--- config.mk ---
export PLATFORM = sky130hd
export DESIGN_NAME = bracket_aware_separator_detector
export DESIGN_NICKNAME = d
export VERILOG_FILES = /design/src/design/bads_pkg.sv /design/src/design/bads_ram.sv /design/src/design/bracket_aware_separator_detector.sv
export SDC_FILE = /design/constraint.sdc
export NUM_CORES = 1
export LEC_CHECK = 0
export BUFFER_PORTS_ARGS = -buffer_cell sky130_fd_sc_hd__buf_2
export CAP_MARGIN = 25
export CORE_ASPECT_RATIO = 1.25
export CORE_MARGIN = 2
export CORE_UTILIZATION = 40
export CTS_CLUSTER_SIZE = 30
export DETAILED_ROUTE_END_ITERATION = 8
export PLACE_DENSITY_LB_ADDON = 0.05
export SLEW_MARGIN = 5
export SYNTH_ARGS = -nofsm -noshare
export SYNTH_HDL_FRONTEND = slang
export SYNTH_SLANG_ARGS = --single-unit
--- constraint.sdc ---
create_clock -name clock -period 5 [get_ports clock]
set_input_delay 0.25 -clock clock [delete_from_list [all_inputs] [get_ports clock]]
set_output_delay 0.25 -clock clock [all_outputs]
set_load 0.01 [all_outputs]
--- src/design/bads_pkg.sv ---
package bads_pkg;

   localparam int SYMBOL_WIDTH    = 8;
   localparam int PAIR_WIDTH      = 16;
   localparam int POSITION_WIDTH  = 16;
   localparam int DEPTH_WIDTH     = 5;
   localparam int ENABLE_WIDTH    = 4;
   localparam int REG_PAIRS       = 4;
   localparam int CSR_INDEX_WIDTH = 3;
   localparam int CSR_DATA_WIDTH  = 16;

   typedef logic [SYMBOL_WIDTH-1:0]    symbol_type;
   typedef logic [PAIR_WIDTH-1:0]      pair_type;
   typedef logic [POSITION_WIDTH-1:0]  position_type;
   typedef logic [DEPTH_WIDTH-1:0]     depth_type;
   typedef logic [ENABLE_WIDTH-1:0]    enable_type;
   typedef logic [CSR_INDEX_WIDTH-1:0] csr_index_type;
   typedef logic [CSR_DATA_WIDTH-1:0]  csr_data_type;

   localparam csr_index_type REG_SEPARATOR  = 3'd0;
   localparam csr_index_type REG_PAIR_ZERO  = 3'd1;
   localparam csr_index_type REG_PAIR_ONE   = 3'd2;
   localparam csr_index_type REG_PAIR_TWO   = 3'd3;
   localparam csr_index_type REG_PAIR_THREE = 3'd4;
   localparam csr_index_type REG_ENABLE     = 3'd5;

   localparam symbol_type CHAR_PAREN_OPEN   = 8'h28;
   localparam symbol_type CHAR_PAREN_CLOSE  = 8'h29;
   localparam symbol_type CHAR_SQUARE_OPEN  = 8'h5B;
   localparam symbol_type CHAR_SQUARE_CLOSE = 8'h5D;
   localparam symbol_type CHAR_CURLY_OPEN   = 8'h7B;
   localparam symbol_type CHAR_CURLY_CLOSE  = 8'h7D;
   localparam symbol_type CHAR_QUOTE        = 8'h22;
   localparam symbol_type CHAR_COMMA        = 8'h2C;

   localparam position_type POSITION_MAX = 16'hFFFF;

endpackage

--- src/design/bads_ram.sv ---
module bads_ram #(
   parameter int WIDTH = 8,
   parameter int DEPTH = 16
) (
   input  logic                                  clock,
   input  logic                                  wr_en,
   input  logic [(DEPTH > 1 ? $clog2(DEPTH) : 1)-1:0] wr_addr,
   input  logic [WIDTH-1:0]                      wr_data,
   input  logic [(DEPTH > 1 ? $clog2(DEPTH) : 1)-1:0] rd_addr,
   output logic [WIDTH-1:0]                      rd_data
);

   logic [WIDTH-1:0] mem_ff [DEPTH];
   logic [WIDTH-1:0] rd_data_ff;

   always_ff @(posedge clock) begin
      if (wr_en) begin
         mem_ff[wr_addr] <= wr_data;
      end
      rd_data_ff <= mem_ff[rd_addr];
   end

   assign rd_data = rd_data_ff;

endmodule

--- src/design/bracket_aware_separator_detector.sv ---
// pipeline: input register, then result register, between a req transaction and the earliest
//   rsp transaction
// throughput: one transaction per cycle unless rsp_ready stalls, set by the top-of-stack
//   register and the stack ram prefetching the entry below the top each cycle
// reset: synchronous, active high; empties the stack, clears position and loads
//   the default separator, bracket pairs and enables
module bracket_aware_separator_detector #(
   parameter int STACK_DEPTH = 16,
   parameter int NUM_PAIRS   = 4
) (
   input  logic                    clock,
   input  logic                    reset,
   input  logic                    req_valid,
   output logic                    req_ready,
   input  bads_pkg::symbol_type    req_symbol,
   input  logic                    req_first,
   output logic                    rsp_valid,
   input  logic                    rsp_ready,
   output logic                    rsp_split,
   output bads_pkg::position_type  rsp_position,
   output bads_pkg::depth_type     rsp_depth,
   output logic                    rsp_overflow,
   input  logic                    csr_we,
   input  bads_pkg::csr_index_type csr_index,
   input  bads_pkg::csr_data_type  csr_wdata
);

   import bads_pkg::*;

   localparam int CW = $clog2(STACK_DEPTH + 1);
   localparam int AW = (STACK_DEPTH > 1) ? $clog2(STACK_DEPTH) : 1;
   localparam int PAIR_LIMIT = (NUM_PAIRS < REG_PAIRS) ? NUM_PAIRS : REG_PAIRS;

   // configuration
   symbol_type   separator_ff;
   pair_type     pair_ff [REG_PAIRS];
   enable_type   enable_ff;

   // input stage
   logic         in_valid_ff;
   symbol_type   in_symbol_ff;
   logic         in_first_ff;

   // scan state
   logic [CW-1:0] count_ff, count_in;
   position_type  index_ff, index_in;
   symbol_type    top_ff, top_in;

   // result stage
   logic          rsp_valid_ff;
   logic          rsp_split_ff;
   position_type  rsp_position_ff;
   depth_type     rsp_depth_ff;
   logic          rsp_overflow_ff;

   logic          advance, fire;
   logic [CW-1:0] base_count, step_count;
   position_type  base_index;
   logic          pop, opened, push, overflow, split;
   symbol_type    closer, below_data;
   logic [AW-1:0] rd_addr;

   assign advance   = !rsp_valid_ff || rsp_ready;
   assign fire      = in_valid_ff && advance;
   assign req_ready = !in_valid_ff || advance;

   always_comb begin
      base_count = in_first_ff ? '0 : count_ff;
      base_index = in_first_ff ? '0 : index_ff;
      pop        = (base_count != '0) && (in_symbol_ff == top_ff);

      opened = 1'b0;
      closer = '0;
      for (int i = PAIR_LIMIT - 1; i >= 0; i--) begin
         if (enable_ff[i] && (pair_ff[i][15:8] == in_symbol_ff)) begin
            opened = 1'b1;
            closer = pair_ff[i][7:0];
         end
      end

      push     = !pop && opened && (base_count < CW'(STACK_DEPTH));
      overflow = !pop && opened && !(base_count < CW'(STACK_DEPTH));
      split    = !pop && !opened && (base_count == '0) && (in_symbol_ff == separator_ff);

      priority if (pop) begin
         step_count = base_count - CW'(1);
         top_in     = below_data;
      end else if (push) begin
         step_count = base_count + CW'(1);
         top_in     = closer;
      end else begin
         step_count = base_count;
         top_in     = top_ff;
      end

      count_in = fire ? step_count : count_ff;
      index_in = (base_index != POSITION_MAX) ? base_index + 16'd1 : base_index;
      rd_addr  = AW'(count_in - CW'(2));
   end

   bads_ram #(
      .WIDTH(SYMBOL_WIDTH),
      .DEPTH(STACK_DEPTH)
   ) u_stack (
      .clock  (clock),
      .wr_en  (fire && push),
      .wr_addr(AW'(base_count)),
      .wr_data(closer),
      .rd_addr(rd_addr),
      .rd_data(below_data)
   );

   always_ff @(posedge clock) begin
      if (reset) begin
         separator_ff <= CHAR_COMMA;
         pair_ff[0]   <= {CHAR_PAREN_OPEN, CHAR_PAREN_CLOSE};
         pair_ff[1]   <= {CHAR_SQUARE_OPEN, CHAR_SQUARE_CLOSE};
         pair_ff[2]   <= {CHAR_CURLY_OPEN, CHAR_CURLY_CLOSE};
         pair_ff[3]   <= {CHAR_QUOTE, CHAR_QUOTE};
         enable_ff    <= '1;
      end else if (csr_we) begin
         unique case (csr_index)
            REG_SEPARATOR:  separator_ff <= csr_wdata[7:0];
            REG_PAIR_ZERO:  pair_ff[0]   <= csr_wdata;
            REG_PAIR_ONE:   pair_ff[1]   <= csr_wdata;
            REG_PAIR_TWO:   pair_ff[2]   <= csr_wdata;
            REG_PAIR_THREE: pair_ff[3]   <= csr_wdata;
            REG_ENABLE:     enable_ff    <= csr_wdata[ENABLE_WIDTH-1:0];
            default: begin
            end
         endcase
      end
   end

   always_ff @(posedge clock) begin
      if (reset) begin
         in_valid_ff  <= 1'b0;
         rsp_valid_ff <= 1'b0;
         count_ff     <= '0;
         index_ff     <= '0;
      end else begin
         if (req_ready) begin
            in_valid_ff <= req_valid;
         end
         if (advance) begin
            rsp_valid_ff <= in_valid_ff;
         end
         if (fire) begin
            count_ff <= step_count;
            index_ff <= index_in;
         end
      end
   end

   always_ff @(posedge clock) begin
      if (req_ready && req_valid) begin
         in_symbol_ff <= req_symbol;
         in_first_ff  <= req_first;
      end
      if (fire) begin
         top_ff          <= top_in;
         rsp_split_ff    <= split;
         rsp_position_ff <= base_index;
         rsp_depth_ff    <= DEPTH_WIDTH'(step_count);
         rsp_overflow_ff <= overflow;
      end
   end

   assign rsp_valid    = rsp_valid_ff;
   assign rsp_split    = rsp_split_ff;
   assign rsp_position = rsp_position_ff;
   assign rsp_depth    = rsp_depth_ff;
   assign rsp_overflow = rsp_overflow_ff;

endmodule

==> results.ini, run 1 <==
[synthesis]
syn_inst = 988
synth_area_um2 = 12100
yosysWarnings = 0
synth_area_per_cell_um2 = 12.2
synth_fp_nets = 1027
synthArstFlopShare = 0
synth-seq-cells = 275
synth_edf_count = 232
synth.distinct_cells = 60
synth_flop_cell = edfxtp_1
ys_seq_area_frac = 0.649

[layout]
syn_to_final_growth_pct = 15.1
final_common_cell = edfxtp_1
stdcell_count = 1492
stdcell_area_um2 = 13900
n_antenna_cell = 0
fill_cells = 2772
utilization = 0.464
layout.nets = 1110
drive_above_1_share = 0.146
final_cell_mix = 232 x edfxtp_1, 175 x nand2_1, 61 x nor2_1

[critical_path]
cp-startpoint = in_symbol_ff[7]$_DFFE_PP_
cp_max_fo = 30
setup.worst_path.end_class = flip-flop
startpoint_type = flip-flop
reg2reg_from = in_symbol_ff[7]$_DFFE_PP_
required_ps = 5420
arrival_ps = 5070
critPathKind = flip-flop to flip-flop

[clock_network]
cts.sinks = 275
cts_max_level = 1
clk_latency_ps = 550
cts_setup_buffers = 0
cts_made_buffers = 28
clockBufferDepth = 3
root_buffer = clkbuf_16
cts_tree = built
path_clk_slew_ps = 60

[placement]
portBuffers = 57
post-place-cells = 1423
pre_cts_slack_ps = 187
hpwl_mm = 20.1
dpl_cell_area_um2 = 12800
place.gp.congestion = 0.809

[power_and_ir_drop]
p_leak_nw = 4.89
p_total_mw = 4.93
pwr_density_cell_nw_per_um2 = 355
peakVddDrop_mv = 0.227

[routing]
drc = 0
wl_per_cell_um = 20.1
drt-initial-drc-count = 372
detail-route-antenna-nets = 0
vias = 7439
viasPerCell = 4.99
finalWirelength_mm = 30.0
firstDrtPassIters = 5

[global_route]
gr-usage-met1 = 0.235
grt.total_usage = 0.192
grt-ovfl-total = 0
grt_first_pass_wirelength_mm = 45.7
met3_usage = 0.0266
met2_usage = 0.353
grt_pass1_vias = 7450
grt_max_degree = 53
grt.busiest_layer = met2
grt_antenna_before_repair = 0

[floorplanning]
num_io_pins = 58
die_area_um2 = 31600
die_w_um = 159
rows = 71
start_util = 0.403
dieHeight_um = 198
core_area_um2 = 29900

[worst_hold_path]
hp-class = input pin to flip-flop
min-delay-start = csr_wdata[10]

[timing]
relSlewSlack = 0.376
setup_tns_ps = 0
setup_slack_ps = 346
skew_ps = 16.5
tightest_slew_ps = 935
final_max_slew_viol_count = 0
max_freq_mhz = 215
rsz0062_at_grt = no
fin_crit_ps = 4650
hold_viol_final = 0
post-route-period-util = 0.931
setup_viol = 0
whs_ps = 31.8

[status]
outcome = complete, no violations

[flow_run]
maxCapViolCount = 0

[per-layer routing]
metal,share of wire,wire (µm)
met1,0.42,12600
met2,0.52,15700
met3,0.035,1050
met4,0.023,679
met5,0,0
[report_power, final]
group          leakage (nW)  internal, mW  switching (mW)
sequential             2.55          2.54          0.0469
clock                 0.435          1.18           0.859
combinational          1.91         0.119           0.185
[critical path, cell delays in order (launching register included)]
cell	delay, ps
edfxtp_1	570
xnor2_1	210
nand3_1	150
nor3_4	110
or4_1	590
and3_1	250
a22o_1	190
xor2_1	150
mux2i_1	210
ha_1	330
nand2b_1	160
o21ai_1	60
a31oi_1	150
nor4bb_1	330
or2_1	230
buf_6	290
a21oi_1	70
nor3_1	360
a311oi_1	90
[repair_timing]
action | 4_1_cts | 5_1_grt
setup endpoints to repair | 0 | 7
gates resized for setup | 0 | 3
hold endpoints to repair | 34 | 0
hold buffers | 19 | 0
[cells in the mapped netlist, drive strengths merged, types with 3 or more instances]
cell type	count	area, µm²
xor2	12	105
nand2	176	661
a311oi	7	61.3
nor4	5	58.8
buf	34	250
ha	6	75.1
xnor2	51	447
inv	8	30.0
nand3	36	185
and3	8	50.1
edfxtp	232	6970
clkbuf	16	60.1
o21ai	24	128
a31oi	3	18.8
nand3b	13	97.6
nand2b	35	219
a21oi	52	260
nor3	24	153
mux2i	36	360
o211ai	3	22.5
mux2	9	101
and4	3	26.3
nor2	62	235
nor2b	20	125
dfxtp	43	861
or2	3	18.8
and2	39	244
nand4	9	68.8
[cell families (layout without fill, tap and decap cells)]
| logic type | Yosys count | after routing | synth area share |
|---|---|---|---|
| adders and majority gates | 6 | 6 | 0.00622 |
| buffers and inverters | 59 | 162 | 0.0285 |
| muxes | 45 | 45 | 0.0383 |
| AOI/OAI and AO/OA | 101 | 101 | 0.0506 |
| and+or+nand+nor | 439 | 439 | 0.182 |
| DFF | 275 | 275 | 0.649 |
| xor gates and xnor gates | 63 | 63 | 0.0457 |
[cell type report]
cell class,instances,area (µm²),area share
tap,401,502,0.0361
sequential,275,7830,0.564
multi-input combinational,654,3950,0.284
clock buffer,38,769,0.0554
timing repair buffer,103,694,0.0500
inverter,9,33.8,0.00243
clock inverter,12,114,0.00820
[registers in the layout (all words and copies together) (netlist names), 4 cells and up]
| register | count |
|---|---|
| u_stack.mem_ff | 128 |
| rsp_position | 16 |
| u_stack.rd_data | 8 |
| separator_ff | 8 |
| enable_ff | 4 |
| index_ff | 16 |
| rsp_depth | 5 |
| pair_ff | 64 |
| top_ff | 8 |
| in_symbol_ff | 8 |
| count_ff | 5 |
[final timing paths]
check / slack, ps / cells past startpoint / to
setup / recovery: 350 / 18 / u_stack.rd_data[6]$_DFF_P_
hold / removal: 30 / 2 / pair_ff[0][10]$_SDFFCE_PN0P_
setup reg to reg: 350 / 18 / u_stack.rd_data[6]$_DFF_P_
hold reg to reg: 500 / 2 / separator_ff[2]$_SDFFE_PP1P_
(Power assumes the default switching activity.)
==> inputs of run 2 (changes only) <==
--- a/config.mk
+++ b/config.mk
@@ -5,14 +5,12 @@
 export SDC_FILE = /design/constraint.sdc
 export NUM_CORES = 1
 export LEC_CHECK = 0
-export BUFFER_PORTS_ARGS = -buffer_cell sky130_fd_sc_hd__buf_2
-export CAP_MARGIN = 25
 export CORE_ASPECT_RATIO = 1.25
 export CORE_MARGIN = 2
 export CORE_UTILIZATION = 40
 export CTS_CLUSTER_SIZE = 30
 export DETAILED_ROUTE_END_ITERATION = 8
-export PLACE_DENSITY_LB_ADDON = 0.05
+export DONT_BUFFER_PORTS = 1
 export SLEW_MARGIN = 5
 export SYNTH_ARGS = -nofsm -noshare
 export SYNTH_HDL_FRONTEND = slang
==> run 2 against run 1 <==
Via count increased by 0.38%. Wire length fell by 4.1%. Clock skew fell by 1.7 ps. Sequential cell count stayed put. Sequential share of layout area up 0.52 points. Sequential power hardly changed.
==> results.ini, run 2 (synthesis gave the netlist of run 1 again) <==
[critical_path]
slowest_delay_ps = 590  ; about the same
required_ps = 5400  ; -20 ps
path_buf_inv = 1  ; unchanged
arrival_ps = 4980  ; -90 ps
critPathKind = flip-flop to flip-flop
setup.worst_path.end_class = flip-flop
reg2reg_depth = 18  ; unchanged
critical-path-top-delay-family = simple AND/OR/NAND/NOR gates
cp_max_fo = 32  ; +6.7%
reg2reg_from = in_symbol_ff[3]$_DFFE_PP_
r2r_slack_ps = 420  ; +80 ps
slowest_stage = or4_1
startpoint_type = flip-flop
crit_chain = xnor2_1 -> nand3_1 -> nor3_4 -> or4_1 -> and3_1 -> a22o_1 -> xor2_1 -> mux2i_1 -> ha_1 -> nand2b_1 -> o21ai_1 -> a31oi_1 -> nor4bb_1 -> or2_1 -> buf_6 -> a21oi_1 -> nor3_1 -> a311oi_1
r2r_end = u_stack.rd_data[2]$_DFF_P_

[layout]
layout.nets = 1068  ; -3.8%
drive_above_1_share = 0.100  ; -0.0457
largest-register = u_stack.mem_ff
reg_top3 = u_stack.mem_ff x128, pair_ff x64
largest_register_ffs = 128  ; unchanged
final_cell_mix = 232 x edfxtp_1, 175 x nand2_1, 61 x nor2_1
stdcell_count = 1451  ; -2.7%
n_antenna_cell = 0  ; unchanged
final_common_cell = edfxtp_1
syn_to_final_growth_pct = 14.0

[timing]
hold_viol_final = 0  ; unchanged
setup_viol = 0  ; unchanged
final_max_slew_viol_count = 0  ; unchanged
skew_ps = 14.9  ; -1.66 ps
fin_crit_ps = 4580  ; -79.1 ps
tightest_slew_ps = 901  ; -34.4 ps
whs_ps = 58.6  ; +26.8 ps
setup_slack_ps = 425  ; +79.1 ps
setup_tns_ps = 0  ; unchanged
post-route-period-util = 0.915  ; -0.0158
rsz0062_at_grt = no
max_freq_mhz = 219  ; +1.7%
relSlewSlack = 0.398  ; +0.0215

[global_route]
grt_max_degree = 53  ; unchanged
grt.total_usage = 0.184  ; -0.00801
grt-ovfl-total = 0  ; unchanged
grt_antenna_before_repair = 1  ; +1
grt_first_pass_wirelength_mm = 45.1  ; -1.4%
grt_pass1_vias = 7679  ; +3.1%

[placement]
pre_cts_slack_ps = 348  ; +161 ps
post-place-cells = 1370  ; -3.7%
portBuffers = 0  ; -100%
hpwl_mm = 18.6  ; -7.1%
place.gp.congestion = 0.862  ; +6.5%

[clock_network]
cts_made_buffers = 28  ; unchanged
clockBufferDepth = 3  ; unchanged
cts.sinks = 275  ; unchanged
root_buffer = clkbuf_16
cts_tree = built
cts_setup_buffers = 0  ; unchanged
clk_latency_ps = 550  ; about the same
path_clk_slew_ps = 60  ; about the same
cts_max_level = 1  ; unchanged

[routing]
detail-route-antenna-nets = 0  ; unchanged
drc = 0  ; unchanged
vias = 7467  ; +0.38%
finalWirelength_mm = 28.8  ; -4.1%
drt-initial-drc-count = 608  ; +63%
wl_per_cell_um = 19.9  ; -1.4%
viasPerCell = 5.15  ; +3.2%
firstDrtPassIters = 5  ; unchanged

[status]
outcome = complete, no violations

[power_and_ir_drop]
p_leak_nw = 4.76  ; -2.7%
p_total_mw = 4.99  ; +1.2%
peakVddDrop_mv = 0.266  ; +17%
pwr_density_cell_nw_per_um2 = 362  ; +2.1%

[worst_hold_path]
min-delay-start = reset
hp-class = input pin to flip-flop
min_to = separator_ff[3]$_SDFFE_PP1P_
worstHoldPathCells = 2  ; unchanged

[floorplanning]
rows = 71  ; unchanged
die_area_um2 = 31600  ; unchanged
die_w_um = 159  ; unchanged
num_io_pins = 58  ; unchanged
core_area_um2 = 29900  ; unchanged
start_util = 0.403  ; unchanged
dieHeight_um = 198  ; unchanged

[flow_run]
maxCapViolCount = 0  ; unchanged

==> run 2: repair_timing <==
item,in CTS,in global routing
hold buffers,30,0
gates resized for setup,0,1
endpoints found under the hold margin,107,0
endpoints found under the setup margin,0,1
==> run 2: per-layer routing <==
layer  vias to the layer above  share of wire  GRT usage
met4                         0          0.020     0.0488
met2                       199           0.53      0.346
met1                      3655           0.41      0.225
met3                        35          0.040     0.0214
met5                         -              0          0
li1                       3578              -          -
==> run 2: worst max-delay path by stage <==
stage	from	end	depth (start not counted)
2_1_floorplan	rsp_valid$_SDFFE_PP0P_	u_stack.rd_data[3]$_DFF_P_	22
3_3_place_gp	in_symbol_ff[3]$_DFFE_PP_	u_stack.rd_data[0]$_DFF_P_	18
3_5_place_dp	in_symbol_ff[3]$_DFFE_PP_	u_stack.rd_data[0]$_DFF_P_	18
4_1_cts	in_symbol_ff[3]$_DFFE_PP_	u_stack.rd_data[0]$_DFF_P_	18
5_1_grt	in_symbol_ff[3]$_DFFE_PP_	u_stack.rd_data[2]$_DFF_P_	18
6_report	in_symbol_ff[3]$_DFFE_PP_	u_stack.rd_data[2]$_DFF_P_	18
==> run 2: metrics by stage <==
| step | utilization | cell area, µm² |
|---|---|---|
| 5_1_grt | 0.460 | 13800 |
| 3_5_place_dp | 0.418 | 12500 |
| 6_report | 0.460 | 13800 |
| 2_1_floorplan | - | 12100 |
| 4_1_cts | 0.460 | 13800 |
| 3_3_place_gp | 0.418 | 12500 |
==> run 2: cell type report <==
cell class,count,area (µm²)
Inverter,9,33.8
Sequential cell,275,7830
Fill cell,2724,16200
Clock buffer,43,838
Clock inverter,8,96.3
Tap cell,401,502
Timing Repair Buffer,61,547
Multi-Input combinational cell,654,3920
==> run 2: power breakdown <==
group	internal (mW)	switching, mW	total, mW
clock	1.26	0.858	2.11
combinational	0.111	0.169	0.280
sequential	2.54	0.0532	2.60
total	3.91	1.08	4.99
==> run 2: worst reg2reg max path: stages (launching register included) <==
cell and delay (ps):
edfxtp_1 540, xnor2_1 190, nand3_1 160, nor3_4 110
or4_1 590, and3_1 250, a22o_1 200, xor2_1 160
mux2i_1 210, ha_1 340, nand2b_1 180, o21ai_1 70
a31oi_1 150, nor4bb_1 330, or2_1 170, buf_6 270
a21oi_1 80, nor3_1 350, a311oi_1 90
